File: src/atc_pkg.sv
// shared widths, codes, types and helpers of the altitude thrust controller
`default_nettype none

package atc_pkg;

  // field widths
  localparam int unsigned DATA_W    = 32;
  localparam int unsigned CFG_W     = 23;
  localparam int unsigned TILT_W    = 18;
  localparam int unsigned DT_W      = 17;
  localparam int unsigned CFG_IDX_W = 3;
  localparam int unsigned FRAC_W    = 16;

  // shared arithmetic unit widths
  localparam int unsigned ALU_W     = 35;
  localparam int unsigned MUL_A_W   = 24;
  localparam int unsigned RAW_W     = MUL_A_W + DATA_W;
  localparam int unsigned SAT_SRC_W = RAW_W - FRAC_W;

  // divider: magnitude of mass times acceleration, two quotient bits per cycle
  localparam int unsigned DIV_W      = 54;
  localparam int unsigned DIV_CYCLES = DIV_W / 2;
  localparam int unsigned DIV_CNT_W  = $clog2(DIV_CYCLES);

  // register indexes
  localparam logic [CFG_IDX_W-1:0] CFG_POS_GAIN      = 3'd0;
  localparam logic [CFG_IDX_W-1:0] CFG_INTEGRAL_GAIN = 3'd1;
  localparam logic [CFG_IDX_W-1:0] CFG_VEL_GAIN      = 3'd2;
  localparam logic [CFG_IDX_W-1:0] CFG_ASCENT_LIMIT  = 3'd3;
  localparam logic [CFG_IDX_W-1:0] CFG_DESCENT_LIMIT = 3'd4;
  localparam logic [CFG_IDX_W-1:0] CFG_VEHICLE_MASS  = 3'd5;

  // register reset values
  localparam logic [CFG_W-1:0] GAIN_RST  = 23'd0;
  localparam logic [CFG_W-1:0] LIMIT_RST = 23'd6553600;
  localparam logic [CFG_W-1:0] MASS_RST  = 23'd65536;

  // 9.81 m/s^2 in q16.16
  localparam logic signed [ALU_W-1:0] GRAVITY_Q16 = 35'sd642908;

  localparam logic signed [DATA_W-1:0] SAT_MAX = 32'sh7fffffff;
  localparam logic signed [DATA_W-1:0] SAT_MIN = 32'sh80000000;

  // shared unit operations
  typedef logic [1:0] alu_op_t;
  localparam alu_op_t ALU_ADD = 2'd0;
  localparam alu_op_t ALU_SUB = 2'd1;
  localparam alu_op_t ALU_MUL = 2'd2;

  typedef struct packed {
    alu_op_t                  op;
    logic signed [ALU_W-1:0]  a;
    logic signed [ALU_W-1:0]  b;
  } alu_req_t;

  typedef struct packed {
    logic                     done;
    logic signed [DATA_W-1:0] quot;
  } div_rsp_t;

  // clamp a 40-bit value to the signed 32-bit range
  function automatic logic signed [DATA_W-1:0] sat32(input logic signed [SAT_SRC_W-1:0] x);
    logic [SAT_SRC_W-DATA_W:0] hi_bits;
    hi_bits = x[SAT_SRC_W-1:DATA_W-1];
    if (hi_bits == '0 || hi_bits == '1) begin
      return x[DATA_W-1:0];
    end else if (x[SAT_SRC_W-1]) begin
      return SAT_MIN;
    end else begin
      return SAT_MAX;
    end
  endfunction

endpackage

`default_nettype wire

File: src/atc_if.sv
// valid/ready channel interfaces of the altitude thrust controller
`default_nettype none

interface atc_in_if;
  logic                              valid;
  logic                              ready;
  logic signed [atc_pkg::DATA_W-1:0] target_height;
  logic signed [atc_pkg::DATA_W-1:0] target_climb;
  logic signed [atc_pkg::DATA_W-1:0] measured_height;
  logic signed [atc_pkg::DATA_W-1:0] measured_climb;
  logic signed [atc_pkg::DATA_W-1:0] accel_feedforward;
  logic signed [atc_pkg::TILT_W-1:0] tilt_cosine;
  logic        [atc_pkg::DT_W-1:0]   time_step;

  modport source (
    output valid, target_height, target_climb, measured_height, measured_climb,
    output accel_feedforward, tilt_cosine, time_step,
    input  ready
  );
  modport sink (
    input  valid, target_height, target_climb, measured_height, measured_climb,
    input  accel_feedforward, tilt_cosine, time_step,
    output ready
  );
endinterface

interface atc_out_if;
  logic                              valid;
  logic                              ready;
  logic signed [atc_pkg::DATA_W-1:0] thrust;
  logic                              divide_fault;

  modport source (output valid, thrust, divide_fault, input ready);
  modport sink (input valid, thrust, divide_fault, output ready);
endinterface

`default_nettype wire

File: src/atc_alu.sv
// shared add/subtract/multiply unit with q16.16 scaling and saturation
`default_nettype none

module atc_alu (
  input  logic                                clk,
  input  atc_pkg::alu_req_t                   req,
  output logic signed [atc_pkg::RAW_W-1:0]    raw_r,
  output logic signed [atc_pkg::DATA_W-1:0]   sat_r
);

  localparam int unsigned SUM_W = atc_pkg::ALU_W + 1;

  logic signed [atc_pkg::MUL_A_W-1:0]   mul_a;
  logic signed [atc_pkg::DATA_W-1:0]    mul_b;
  logic signed [atc_pkg::RAW_W-1:0]     prod;
  logic signed [SUM_W-1:0]              sum;
  logic signed [atc_pkg::RAW_W-1:0]     raw_nxt;
  logic signed [atc_pkg::SAT_SRC_W-1:0] sat_src;

  // signed 24 x 32 product, exact
  assign mul_a = req.a[atc_pkg::MUL_A_W-1:0];
  assign mul_b = req.b[atc_pkg::DATA_W-1:0];
  assign prod  = atc_pkg::RAW_W'(mul_a) * atc_pkg::RAW_W'(mul_b);

  // exact sum or difference, then pick what gets saturated
  always_comb begin
    case (req.op)
      atc_pkg::ALU_ADD: sum = SUM_W'(req.a) + SUM_W'(req.b);
      atc_pkg::ALU_SUB: sum = SUM_W'(req.a) - SUM_W'(req.b);
      default:          sum = '0;
    endcase
    if (req.op == atc_pkg::ALU_MUL) begin
      raw_nxt = prod;
      // arithmetic drop of the fraction bits rounds toward minus infinity
      sat_src = prod[atc_pkg::RAW_W-1:atc_pkg::FRAC_W];
    end else begin
      raw_nxt = atc_pkg::RAW_W'(sum);
      sat_src = atc_pkg::SAT_SRC_W'(sum);
    end
  end

  // result register
  always_ff @(posedge clk) begin
    raw_r <= raw_nxt;
    sat_r <= atc_pkg::sat32(sat_src);
  end

endmodule

`default_nettype wire

File: src/atc_div.sv
// radix-4 restoring divider, truncating toward zero, saturated to 32 bits
`default_nettype none

module atc_div (
  input  logic                                clk,
  input  logic                                rst_n,
  input  logic                                start,
  input  logic signed [atc_pkg::RAW_W-1:0]    dividend,
  input  logic signed [atc_pkg::TILT_W-1:0]   divisor,
  output atc_pkg::div_rsp_t                   rsp
);

  localparam logic [atc_pkg::DIV_W-1:0] POS_MAG_MAX = atc_pkg::DIV_W'(atc_pkg::SAT_MAX);
  localparam logic [atc_pkg::DIV_W-1:0] NEG_MAG_MAX = POS_MAG_MAX + atc_pkg::DIV_W'(1);

  logic [atc_pkg::DIV_W-1:0]     mag_r, mag1, mag_nxt;
  logic [atc_pkg::TILT_W-1:0]    rem_r, rem1, rem_nxt, dvs_r;
  logic [atc_pkg::TILT_W:0]      trial1, trial2;
  logic                          q1, q2;
  logic                          neg_r, busy_r, done_r;
  logic [atc_pkg::DIV_CNT_W-1:0] cnt_r;
  logic signed [atc_pkg::DATA_W-1:0] quot_r, quot_nxt;
  logic [atc_pkg::RAW_W-1:0]     dvd_abs;
  logic [atc_pkg::TILT_W-1:0]    dvs_abs;

  // operand magnitudes
  assign dvd_abs = dividend[atc_pkg::RAW_W-1] ? atc_pkg::RAW_W'(-dividend)
                                              : atc_pkg::RAW_W'(dividend);
  assign dvs_abs = divisor[atc_pkg::TILT_W-1] ? atc_pkg::TILT_W'(-divisor)
                                              : atc_pkg::TILT_W'(divisor);

  // two shift-subtract steps per cycle, quotient bits shift into the low end
  always_comb begin
    trial1  = {rem_r, mag_r[atc_pkg::DIV_W-1]};
    q1      = trial1 >= {1'b0, dvs_r};
    rem1    = q1 ? atc_pkg::TILT_W'(trial1 - {1'b0, dvs_r}) : trial1[atc_pkg::TILT_W-1:0];
    mag1    = {mag_r[atc_pkg::DIV_W-2:0], q1};
    trial2  = {rem1, mag1[atc_pkg::DIV_W-1]};
    q2      = trial2 >= {1'b0, dvs_r};
    rem_nxt = q2 ? atc_pkg::TILT_W'(trial2 - {1'b0, dvs_r}) : trial2[atc_pkg::TILT_W-1:0];
    mag_nxt = {mag1[atc_pkg::DIV_W-2:0], q2};
  end

  // apply sign and saturate the final quotient
  always_comb begin
    if (neg_r) begin
      if (mag_nxt > NEG_MAG_MAX) begin
        quot_nxt = atc_pkg::SAT_MIN;
      end else begin
        quot_nxt = -$signed(mag_nxt[atc_pkg::DATA_W-1:0]);
      end
    end else begin
      if (mag_nxt > POS_MAG_MAX) begin
        quot_nxt = atc_pkg::SAT_MAX;
      end else begin
        quot_nxt = $signed(mag_nxt[atc_pkg::DATA_W-1:0]);
      end
    end
  end

  // iteration control
  always_ff @(posedge clk) begin
    if (!rst_n) begin
      busy_r <= 1'b0;
      done_r <= 1'b0;
      cnt_r  <= '0;
    end else if (start) begin
      busy_r <= 1'b1;
      done_r <= 1'b0;
      cnt_r  <= atc_pkg::DIV_CNT_W'(atc_pkg::DIV_CYCLES - 1);
    end else if (busy_r) begin
      cnt_r <= cnt_r - 1'b1;
      if (cnt_r == '0) begin
        busy_r <= 1'b0;
        done_r <= 1'b1;
      end
    end
  end

  // datapath
  always_ff @(posedge clk) begin
    if (start) begin
      mag_r <= dvd_abs[atc_pkg::DIV_W-1:0];
      rem_r <= '0;
      dvs_r <= dvs_abs;
      neg_r <= dividend[atc_pkg::RAW_W-1] ^ divisor[atc_pkg::TILT_W-1];
    end else if (busy_r) begin
      mag_r <= mag_nxt;
      rem_r <= rem_nxt;
      if (cnt_r == '0) begin
        quot_r <= quot_nxt;
      end
    end
  end

  assign rsp = '{done: done_r, quot: quot_r};

endmodule

`default_nettype wire

File: src/altitude_thrust_controller.sv
// altitude thrust controller top level: sequencer, registers and output stage
//
//   channel  | direction | handshake          | payload
//   in_ch    | in        | valid / ready      | targets, measurements, feed-forward, tilt, dt
//   out_ch   | out       | valid / ready      | thrust, divide_fault
//   cfg_*    | in        | cfg_we, no wait    | cfg_idx, cfg_wdata
//
// a transaction runs from acceptance to the result register through 12 steps
// in the shared add/multiply unit, a step that starts the radix-4 divider,
// the division itself and a load of the result.
// in_ch.ready is high only while idle; a waiting result stalls the load.
// reset is synchronous, active low; clears the integrator, presets config registers.
`default_nettype none

module altitude_thrust_controller (
  input  logic                              clk,
  input  logic                              rst_n,
  atc_in_if.sink                            in_ch,
  atc_out_if.source                         out_ch,
  input  logic                              cfg_we,
  input  logic [atc_pkg::CFG_IDX_W-1:0]     cfg_idx,
  input  logic [atc_pkg::CFG_W-1:0]         cfg_wdata
);

  // sequencer states
  localparam logic [3:0] S_IDLE  = 4'd0;
  localparam logic [3:0] S_ERR   = 4'd1;
  localparam logic [3:0] S_POS   = 4'd2;
  localparam logic [3:0] S_VCMD  = 4'd3;
  localparam logic [3:0] S_IMUL  = 4'd4;
  localparam logic [3:0] S_IADD  = 4'd5;
  localparam logic [3:0] S_IGAIN = 4'd6;
  localparam logic [3:0] S_FFADD = 4'd7;
  localparam logic [3:0] S_VERR  = 4'd8;
  localparam logic [3:0] S_VGAIN = 4'd9;
  localparam logic [3:0] S_ACC   = 4'd10;
  localparam logic [3:0] S_DIFF  = 4'd11;
  localparam logic [3:0] S_MASS  = 4'd12;
  localparam logic [3:0] S_DIVGO = 4'd13;
  localparam logic [3:0] S_DIV   = 4'd14;

  localparam int unsigned AW = atc_pkg::ALU_W;
  localparam int unsigned DW = atc_pkg::DATA_W;

  logic [3:0] state_r, state_nxt;

  // configuration registers
  logic [atc_pkg::CFG_W-1:0] pos_gain_r, integral_gain_r, vel_gain_r;
  logic [atc_pkg::CFG_W-1:0] ascent_limit_r, descent_limit_r, vehicle_mass_r;

  // latched input transaction
  logic signed [DW-1:0]              th_r, tc_r, mh_r, mc_r, ff_r;
  logic signed [atc_pkg::TILT_W-1:0] tilt_r;
  logic [atc_pkg::DT_W-1:0]          dt_r;

  // intermediate values
  logic signed [DW-1:0] err_r, vcmd_r, integ_r;
  logic signed [AW-1:0] acc_r;

  // output stage
  logic                 out_valid_r;
  logic signed [DW-1:0] thrust_r;
  logic                 fault_r;

  atc_pkg::alu_req_t            alu_req;
  logic signed [atc_pkg::RAW_W-1:0] alu_raw;
  logic signed [DW-1:0]         alu_sat;
  atc_pkg::div_rsp_t            div_rsp;

  logic                 in_accept;
  logic                 load_out;
  logic signed [DW:0]   v_ext, lo_ext, hi_ext;
  logic signed [DW-1:0] vclamp;

  assign in_ch.ready = (state_r == S_IDLE);
  assign in_accept   = in_ch.valid && in_ch.ready;
  assign load_out    = (state_r == S_DIV) && div_rsp.done && (!out_valid_r || out_ch.ready);

  // shared arithmetic unit and divider
  atc_alu u_alu (
    .clk   (clk),
    .req   (alu_req),
    .raw_r (alu_raw),
    .sat_r (alu_sat)
  );

  atc_div u_div (
    .clk      (clk),
    .rst_n    (rst_n),
    .start    (state_r == S_DIVGO),
    .dividend (alu_raw),
    .divisor  (tilt_r),
    .rsp      (div_rsp)
  );

  // climb command clamp to [-ascent, descent]
  always_comb begin
    v_ext  = {alu_sat[DW-1], alu_sat};
    lo_ext = -$signed((DW + 1)'(ascent_limit_r));
    hi_ext = $signed((DW + 1)'(descent_limit_r));
    if (v_ext < lo_ext) begin
      vclamp = lo_ext[DW-1:0];
    end else if (v_ext > hi_ext) begin
      vclamp = hi_ext[DW-1:0];
    end else begin
      vclamp = alu_sat;
    end
  end

  // operation issued in each step; alu_sat holds the previous step's result
  always_comb begin
    alu_req = '{op: atc_pkg::ALU_ADD, a: '0, b: '0};
    case (state_r)
      S_ERR:   alu_req = '{op: atc_pkg::ALU_SUB, a: AW'(th_r), b: AW'(mh_r)};
      S_POS:   alu_req = '{op: atc_pkg::ALU_MUL, a: AW'(pos_gain_r), b: AW'(alu_sat)};
      S_VCMD:  alu_req = '{op: atc_pkg::ALU_ADD, a: AW'(tc_r), b: AW'(alu_sat)};
      S_IMUL:  alu_req = '{op: atc_pkg::ALU_MUL, a: AW'(dt_r), b: AW'(err_r)};
      S_IADD:  alu_req = '{op: atc_pkg::ALU_ADD, a: AW'(integ_r), b: AW'(alu_sat)};
      S_IGAIN: alu_req = '{op: atc_pkg::ALU_MUL, a: AW'(integral_gain_r), b: AW'(alu_sat)};
      S_FFADD: alu_req = '{op: atc_pkg::ALU_ADD, a: AW'(ff_r), b: AW'(alu_sat)};
      S_VERR:  alu_req = '{op: atc_pkg::ALU_SUB, a: AW'(vcmd_r), b: AW'(mc_r)};
      S_VGAIN: alu_req = '{op: atc_pkg::ALU_MUL, a: AW'(vel_gain_r), b: AW'(alu_sat)};
      S_ACC:   alu_req = '{op: atc_pkg::ALU_ADD, a: acc_r, b: AW'(alu_sat)};
      S_DIFF:  alu_req = '{op: atc_pkg::ALU_SUB, a: atc_pkg::GRAVITY_Q16, b: AW'(alu_sat)};
      S_MASS:  alu_req = '{op: atc_pkg::ALU_MUL, a: AW'(vehicle_mass_r), b: AW'(alu_sat)};
      default: alu_req = '{op: atc_pkg::ALU_ADD, a: '0, b: '0};
    endcase
  end

  // step sequence
  always_comb begin
    state_nxt = state_r;
    case (state_r)
      S_IDLE:  if (in_accept) state_nxt = S_ERR;
      S_ERR:   state_nxt = S_POS;
      S_POS:   state_nxt = S_VCMD;
      S_VCMD:  state_nxt = S_IMUL;
      S_IMUL:  state_nxt = S_IADD;
      S_IADD:  state_nxt = S_IGAIN;
      S_IGAIN: state_nxt = S_FFADD;
      S_FFADD: state_nxt = S_VERR;
      S_VERR:  state_nxt = S_VGAIN;
      S_VGAIN: state_nxt = S_ACC;
      S_ACC:   state_nxt = S_DIFF;
      S_DIFF:  state_nxt = S_MASS;
      S_MASS:  state_nxt = S_DIVGO;
      S_DIVGO: state_nxt = S_DIV;
      S_DIV:   if (load_out) state_nxt = S_IDLE;
      default: state_nxt = S_IDLE;
    endcase
  end

  // control state, configuration and integrator
  always_ff @(posedge clk) begin
    if (!rst_n) begin
      state_r         <= S_IDLE;
      out_valid_r     <= 1'b0;
      integ_r         <= '0;
      pos_gain_r      <= atc_pkg::GAIN_RST;
      integral_gain_r <= atc_pkg::GAIN_RST;
      vel_gain_r      <= atc_pkg::GAIN_RST;
      ascent_limit_r  <= atc_pkg::LIMIT_RST;
      descent_limit_r <= atc_pkg::LIMIT_RST;
      vehicle_mass_r  <= atc_pkg::MASS_RST;
    end else begin
      state_r <= state_nxt;
      if (load_out) begin
        out_valid_r <= 1'b1;
      end else if (out_ch.ready) begin
        out_valid_r <= 1'b0;
      end
      if (state_r == S_IGAIN) begin
        integ_r <= alu_sat;
      end
      if (cfg_we) begin
        case (cfg_idx)
          atc_pkg::CFG_POS_GAIN:      pos_gain_r      <= cfg_wdata;
          atc_pkg::CFG_INTEGRAL_GAIN: integral_gain_r <= cfg_wdata;
          atc_pkg::CFG_VEL_GAIN:      vel_gain_r      <= cfg_wdata;
          atc_pkg::CFG_ASCENT_LIMIT:  ascent_limit_r  <= cfg_wdata;
          atc_pkg::CFG_DESCENT_LIMIT: descent_limit_r <= cfg_wdata;
          atc_pkg::CFG_VEHICLE_MASS:  vehicle_mass_r  <= cfg_wdata;
          default: ;
        endcase
      end
    end
  end

  // input latch, intermediate captures and result register
  always_ff @(posedge clk) begin
    if (in_accept) begin
      th_r   <= in_ch.target_height;
      tc_r   <= in_ch.target_climb;
      mh_r   <= in_ch.measured_height;
      mc_r   <= in_ch.measured_climb;
      ff_r   <= in_ch.accel_feedforward;
      tilt_r <= in_ch.tilt_cosine;
      dt_r   <= in_ch.time_step;
    end
    if (state_r == S_POS) begin
      err_r <= alu_sat;
    end
    if (state_r == S_IMUL) begin
      vcmd_r <= vclamp;
    end
    // feed-forward plus integral term stays unsaturated until the last add
    if (state_r == S_VERR) begin
      acc_r <= alu_raw[AW-1:0];
    end
    if (load_out) begin
      fault_r  <= (tilt_r == '0);
      thrust_r <= (tilt_r == '0) ? atc_pkg::SAT_MAX : div_rsp.quot;
    end
  end

  assign out_ch.valid        = out_valid_r;
  assign out_ch.thrust       = thrust_r;
  assign out_ch.divide_fault = fault_r;

endmodule

`default_nettype wire

File: src/flat_wrapper.sv
// flat-port wrapper written by rule: the top's interface ports become plain ports
module altitude_thrust_controller_flat 
  (clk, rst_n, cfg_we, cfg_idx, cfg_wdata, in_ch_valid, in_ch_target_height, in_ch_target_climb, in_ch_measured_height, in_ch_measured_climb, in_ch_accel_feedforward, in_ch_tilt_cosine, in_ch_time_step, in_ch_ready, out_ch_valid, out_ch_thrust, out_ch_divide_fault, out_ch_ready);
  atc_in_if in_ch_i ();
  atc_out_if out_ch_i ();
  input  logic clk;
  input  logic rst_n;
  input  logic cfg_we;
  input  logic [atc_pkg::CFG_IDX_W-1:0] cfg_idx;
  input  logic [atc_pkg::CFG_W-1:0] cfg_wdata;
  input wire logic [$bits(in_ch_i.valid)-1:0] in_ch_valid;
  input wire logic [$bits(in_ch_i.target_height)-1:0] in_ch_target_height;
  input wire logic [$bits(in_ch_i.target_climb)-1:0] in_ch_target_climb;
  input wire logic [$bits(in_ch_i.measured_height)-1:0] in_ch_measured_height;
  input wire logic [$bits(in_ch_i.measured_climb)-1:0] in_ch_measured_climb;
  input wire logic [$bits(in_ch_i.accel_feedforward)-1:0] in_ch_accel_feedforward;
  input wire logic [$bits(in_ch_i.tilt_cosine)-1:0] in_ch_tilt_cosine;
  input wire logic [$bits(in_ch_i.time_step)-1:0] in_ch_time_step;
  output wire logic [$bits(in_ch_i.ready)-1:0] in_ch_ready;
  output wire logic [$bits(out_ch_i.valid)-1:0] out_ch_valid;
  output wire logic [$bits(out_ch_i.thrust)-1:0] out_ch_thrust;
  output wire logic [$bits(out_ch_i.divide_fault)-1:0] out_ch_divide_fault;
  input wire logic [$bits(out_ch_i.ready)-1:0] out_ch_ready;
  assign in_ch_i.valid = in_ch_valid;
  assign in_ch_i.target_height = in_ch_target_height;
  assign in_ch_i.target_climb = in_ch_target_climb;
  assign in_ch_i.measured_height = in_ch_measured_height;
  assign in_ch_i.measured_climb = in_ch_measured_climb;
  assign in_ch_i.accel_feedforward = in_ch_accel_feedforward;
  assign in_ch_i.tilt_cosine = in_ch_tilt_cosine;
  assign in_ch_i.time_step = in_ch_time_step;
  assign in_ch_ready = in_ch_i.ready;
  assign out_ch_valid = out_ch_i.valid;
  assign out_ch_thrust = out_ch_i.thrust;
  assign out_ch_divide_fault = out_ch_i.divide_fault;
  assign out_ch_i.ready = out_ch_ready;
  altitude_thrust_controller u_core (.clk(clk), .rst_n(rst_n), .in_ch(in_ch_i), .out_ch(out_ch_i), .cfg_we(cfg_we), .cfg_idx(cfg_idx), .cfg_wdata(cfg_wdata));
endmodule
File: config.mk
export PLATFORM = sky130hd
export DESIGN_NAME = altitude_thrust_controller_flat
export DESIGN_NICKNAME = d
export VERILOG_FILES = /design/src/atc_pkg.sv /design/src/atc_if.sv /design/src/atc_alu.sv /design/src/atc_div.sv /design/src/altitude_thrust_controller.sv /design/src/flat_wrapper.sv
export SDC_FILE = /design/constraint.sdc
export NUM_CORES = 2
export LEC_CHECK = 0
export ABC_AREA = 1
export BUFFER_PORTS_ARGS = -buffer_cell sky130_fd_sc_hd__buf_4
export CAP_MARGIN = 10
export CORE_MARGIN = 3
export CORE_UTILIZATION = 55
export CTS_CLUSTER_SIZE = 28
export DETAILED_ROUTE_END_ITERATION = 8
export HOLD_SLACK_MARGIN = 0.08
export PLACE_DENSITY = 0.72
export SYNTH_ARGS = -nofsm -noshare
export SYNTH_HDL_FRONTEND = slang
export SYNTH_HIERARCHICAL = 1
export SYNTH_SLANG_ARGS = --single-unit
File: constraint.sdc
create_clock -name clk -period 16.7 [get_ports clk]
set_input_delay 0.835 -clock clk [delete_from_list [all_inputs] [get_ports clk]]
set_output_delay 0.835 -clock clk [all_outputs]
set_load 0.005 [all_outputs]
* After elaboration in Yosys (flattened, before gate mapping)
Index checks and enable logic that the tools add are counted.
** Storage, ports and cells
- Bits of input ports :: 226
- Word-level logic and storage cells :: 127
- Flip-flop bits (word level) :: 720
- Output and inout bits :: 35
** Operators by class
- Add/subtract/negate cells :: 9
- Multiplexer cells :: 27
- Bitwise logic cells :: 3
- Eq/ne operators :: 24
- $mul :: 1
- Magnitude comparators :: 6
- Reductions and logical operators :: 24
** Operator list (number)
- $pmux 72 s12 :: 1
- $mux 32 :: 7
- $mux 54 :: 3
- $pmux 36 s2 :: 1
- $pmux 4 s15 :: 1
- $mul 24x32->56 :: 1
- $mux 56 :: 1
- $gt 54x31->1 const B :: 1
- $gt 54x32->1 const B :: 1
- $neg 54->54 :: 1
- $mux 40 :: 1
- $ge 19x18->1 :: 2
- $add 35x35->36 :: 1
- $mux 18 :: 2
- $sub 18x18->18 :: 2
- $sub 35x35->36 :: 1
- $lt 32x33->1 :: 1
- $neg 23->33 :: 1
- $gt 32x24->1 :: 1
- $neg 32->32 :: 1
- $eq 4x4->1 const B :: 7
- $logic_not 18->1 :: 1
- $neg 18->18 :: 1
- $mux 17 :: 1
- 29 further kinds :: 53

* Logic depth before layout (Yosys ltp)
- Depth after elaboration :: 8
- Mapped depth :: 49
- Gate-level depth less buffers :: 45

* Modules after synthesis
Netlist, hierarchy kept.
** By module, submodules not included
- atc_alu :: area each 35082.4 um^2, times used 1, sequential area each 1761.7 um^2, cells an instance 4859
- altitude_thrust_controller :: area each 21590.7 um^2, times used 1, sequential area each 13322.8 um^2, cells an instance 2104
- atc_div :: area each 10231.1 um^2, times used 1, sequential area each 3653.5 um^2, cells an instance 1378

* Worst setup path after synthesis
OpenSTA, ideal clock, no wires.
- Path kind :: input -> register
- Start point :: input port in_ch_valid
- End point :: register u_core/dt_r[0] (netlist name) (enable)
- Slack :: 1761 ps
- Setup time :: 990 ps
- Data arrival time :: 13949 ps
- Stages :: 2
- Required time :: 15710 ps
- Cell sequence :: inv_1 nor3_1
** On the way
- Cells in the longest elaborated chain, start to end :: 1
** RTL lines
- start: declaration :: line flat_wrapper.sv:11 : input wire logic [$bits(in_ch_i.valid)-1:0] in_ch_valid;
- $logic_and 1x1->1 :: line altitude_thrust_controller.sv:76 : assign in_accept = in_ch.valid && in_ch.ready;
- named net u_core.in_accept :: line altitude_thrust_controller.sv:70 : logic in_accept;
- end signal: assignment :: line altitude_thrust_controller.sv:198 : dt_r <= in_ch.time_step;
- end: declaration :: line altitude_thrust_controller.sv:54 : logic [atc_pkg::DT_W-1:0] dt_r;
The timed path passes the listed nets, and every way through them passes these cells.
A chain may end at the register's enable or synchronous reset.

==> flow_summary.json <==
{
  "critical_path_required_ns": 17.31,
  "dieArea_um2": 126000,
  "setup_violations": 0,
  "topRoutingLayerUsed": "met5",
  "final_layout_size_suffix_gt1_share_pct": 7.77,
  "grt_pass1_vias": 57400,
  "cts_root_buffer": "clkbuf_16",
  "critPathMaxStageDelay_ns": 1.02,
  "clk_latency_ns": 0.69,
  "slew_headroom_pct": 10.3,
  "start_kind": "flop",
  "cellLeakagePower_nw": 37.1,
  "path_common_cell": "fa_1",
  "dp_hpwl_mm": 181,
  "met2WireLength_mm": 104,
  "grt_overflow": 0,
  "reg2reg_depth": 34,
  "clock-sinks": 719,
  "cts_max_level": 3,
  "critPathCaptureType": "flop",
  "slew_viol_final": 0,
  "vias_per_cell": 5.69,
  "fin_cells": 10100,
  "antenna_found_initial": 14,
  "status": "finished clean",
  "cts_setup_buffers": 0,
  "coreArea_um2": 120000,
  "min_path_cells": 1,
  "timing.final.crit_share_pct": 65.6,
  "met1_length_mm": 93.2,
  "peakVddDrop_v": 0.000117,
  "drt_iter0_markers": 6629,
  "clock_path_buffers": 3,
  "hp-class": "input port to flop",
  "grt_start_max_net_pins": 105,
  "grt.total_usage_pct": 37.2,
  "layout_common_cells": "nand2_1, inv_1, fa_1, nor2_1, edfxtp_1",
  "dp_cells": 9961,
  "dr_wl_met3_mm": 26.4,
  "cts_inserted_buffers": 78,
  "finalHoldViolCount": 0,
  "min_period_ns": 10.95,
  "drc": 0,
  "critPathBufInv": 9,
  "clkSlewWorstSetupHoldPaths_ns": 0.07,
  "crit_path_top_delay_cell": "fa_1",
  "maxCapViolations": 0,
  "pre_cts_ws_ns": 5.98,
  "die_h_um": 355,
  "cts_tree": "done",
  "die_x_um": 355,
  "wire_per_inst_um": 23.2,
  "cts_resized": 0,
  "crit_arrival_ns": 11.56,
  "final_area_um2": 72900,
  "worstMarginPinSlew_ns": 1.33,
  "cp.depth": 34,
  "firstDrtPassIters": 7,
  "syn-num-nets": 9637,
  "rsz0062_at_grt": "false",
  "hold_buffers": 0,
  "setup_ws_ns": 5.75,
  "antenna_left": 0,
  "io_pins": 261,
  "wl_mm": 235,
  "fmax_ghz": 0.0913,
  "critPathMaxFanout": 64,
  "syn_inst": 8340,
  "synth_area_per_cell_um2": 8.02,
  "clock_skew_ns": 0.0344,
  "area_growth_pct": 8.98,
  "cp_top_family": "adder cells",
  "n_fill_cell": 10800,
  "grt_pass1_wl_mm": 352,
  "fin_nets": 9728,
  "vias": 57500,
  "power_density_nw_per_um2": 151,
  "yosysWarningCount": 6,
  "rows": 127,
  "crit_type": "flop to flop",
  "portBuffers": 260,
  "gp_congestion": 1.01,
  "place_area_um2": 70200,
  "finalSetupTns_ns": 0,
  "start_util_pct": 55.6,
  "final_common_cell": "nand2_1",
  "synth.cell_area_um2": 66900
}
path summary, 6_finish.rpt:
check	start	endpoint	slack, ns
max	u_core/state_r[0]	u_core/u_alu/sat_r[3]	5.75
min	in_ch_measured_height[9]	u_core/mh_r[9]	0.32
max reg2reg	u_core/state_r[0]	u_core/u_alu/sat_r[3]	5.75
min reg2reg	u_core/integral_gain_r[17]	u_core/integral_gain_r[17]	0.45
report_power, final:
| part | total, mW | internal [mW] | switching (mW) | leakage, nW |
|---|---|---|---|---|
| sequential | 2.46 | 2.12 | 0.338 | 6.34 |
| clock | 1.79 | 1.01 | 0.775 | 1.29 |
| combinational | 6.75 | 2.11 | 4.64 | 29.5 |
| total | 11.0 | 5.25 | 5.75 | 37.1 |
state kept, by name, indices dropped and copies added (netlist names), 32 cells and up:
name                  cells
u_core/mc_r              32
u_core/tc_r              32
u_core/integ_r           32
u_core/out_ch.thrust     32
u_core/u_alu/raw_r       55
u_core/vcmd_r            32
u_core/u_div/quot_r      32
u_core/th_r              32
u_core/mh_r              32
u_core/acc_r             35
u_core/err_r             32
u_core/ff_r              32
u_core/u_alu/sat_r       32
u_core/u_div/mag_r       54
layout make-up:
class                   count  area (µm²)  area share, %
clock buffers              99        2120           2.91
flip-flops and latches    719       18700           25.7
diodes                      3        7.51         0.0103
inverters                1823        6840           9.39
multi-input cells        5461       40000           54.9
repair buffers            348        2610           3.58
well taps                1612        2020           2.77
clock inverters            47         533          0.731
routing by layer:
layer,vias up,track usage [%]
met5,-,0
met3,593,8.57
met4,4,15.4
met1,27800,51.0
met2,3253,57.1
li1,25900,-
through the flow:
step	power (mW)	utilization [%]	hold WS (ns)
after floorplan	6.75	-	0.408
after global placement	9.02	58.4	0.434
after detailed placement	9.07	58.4	0.443
after CTS	10.9	60.6	0.281
after global routing	11.8	60.6	0.302
final	11.0	60.6	0.318
Note: power is estimated with default switching activity, not from simulation.
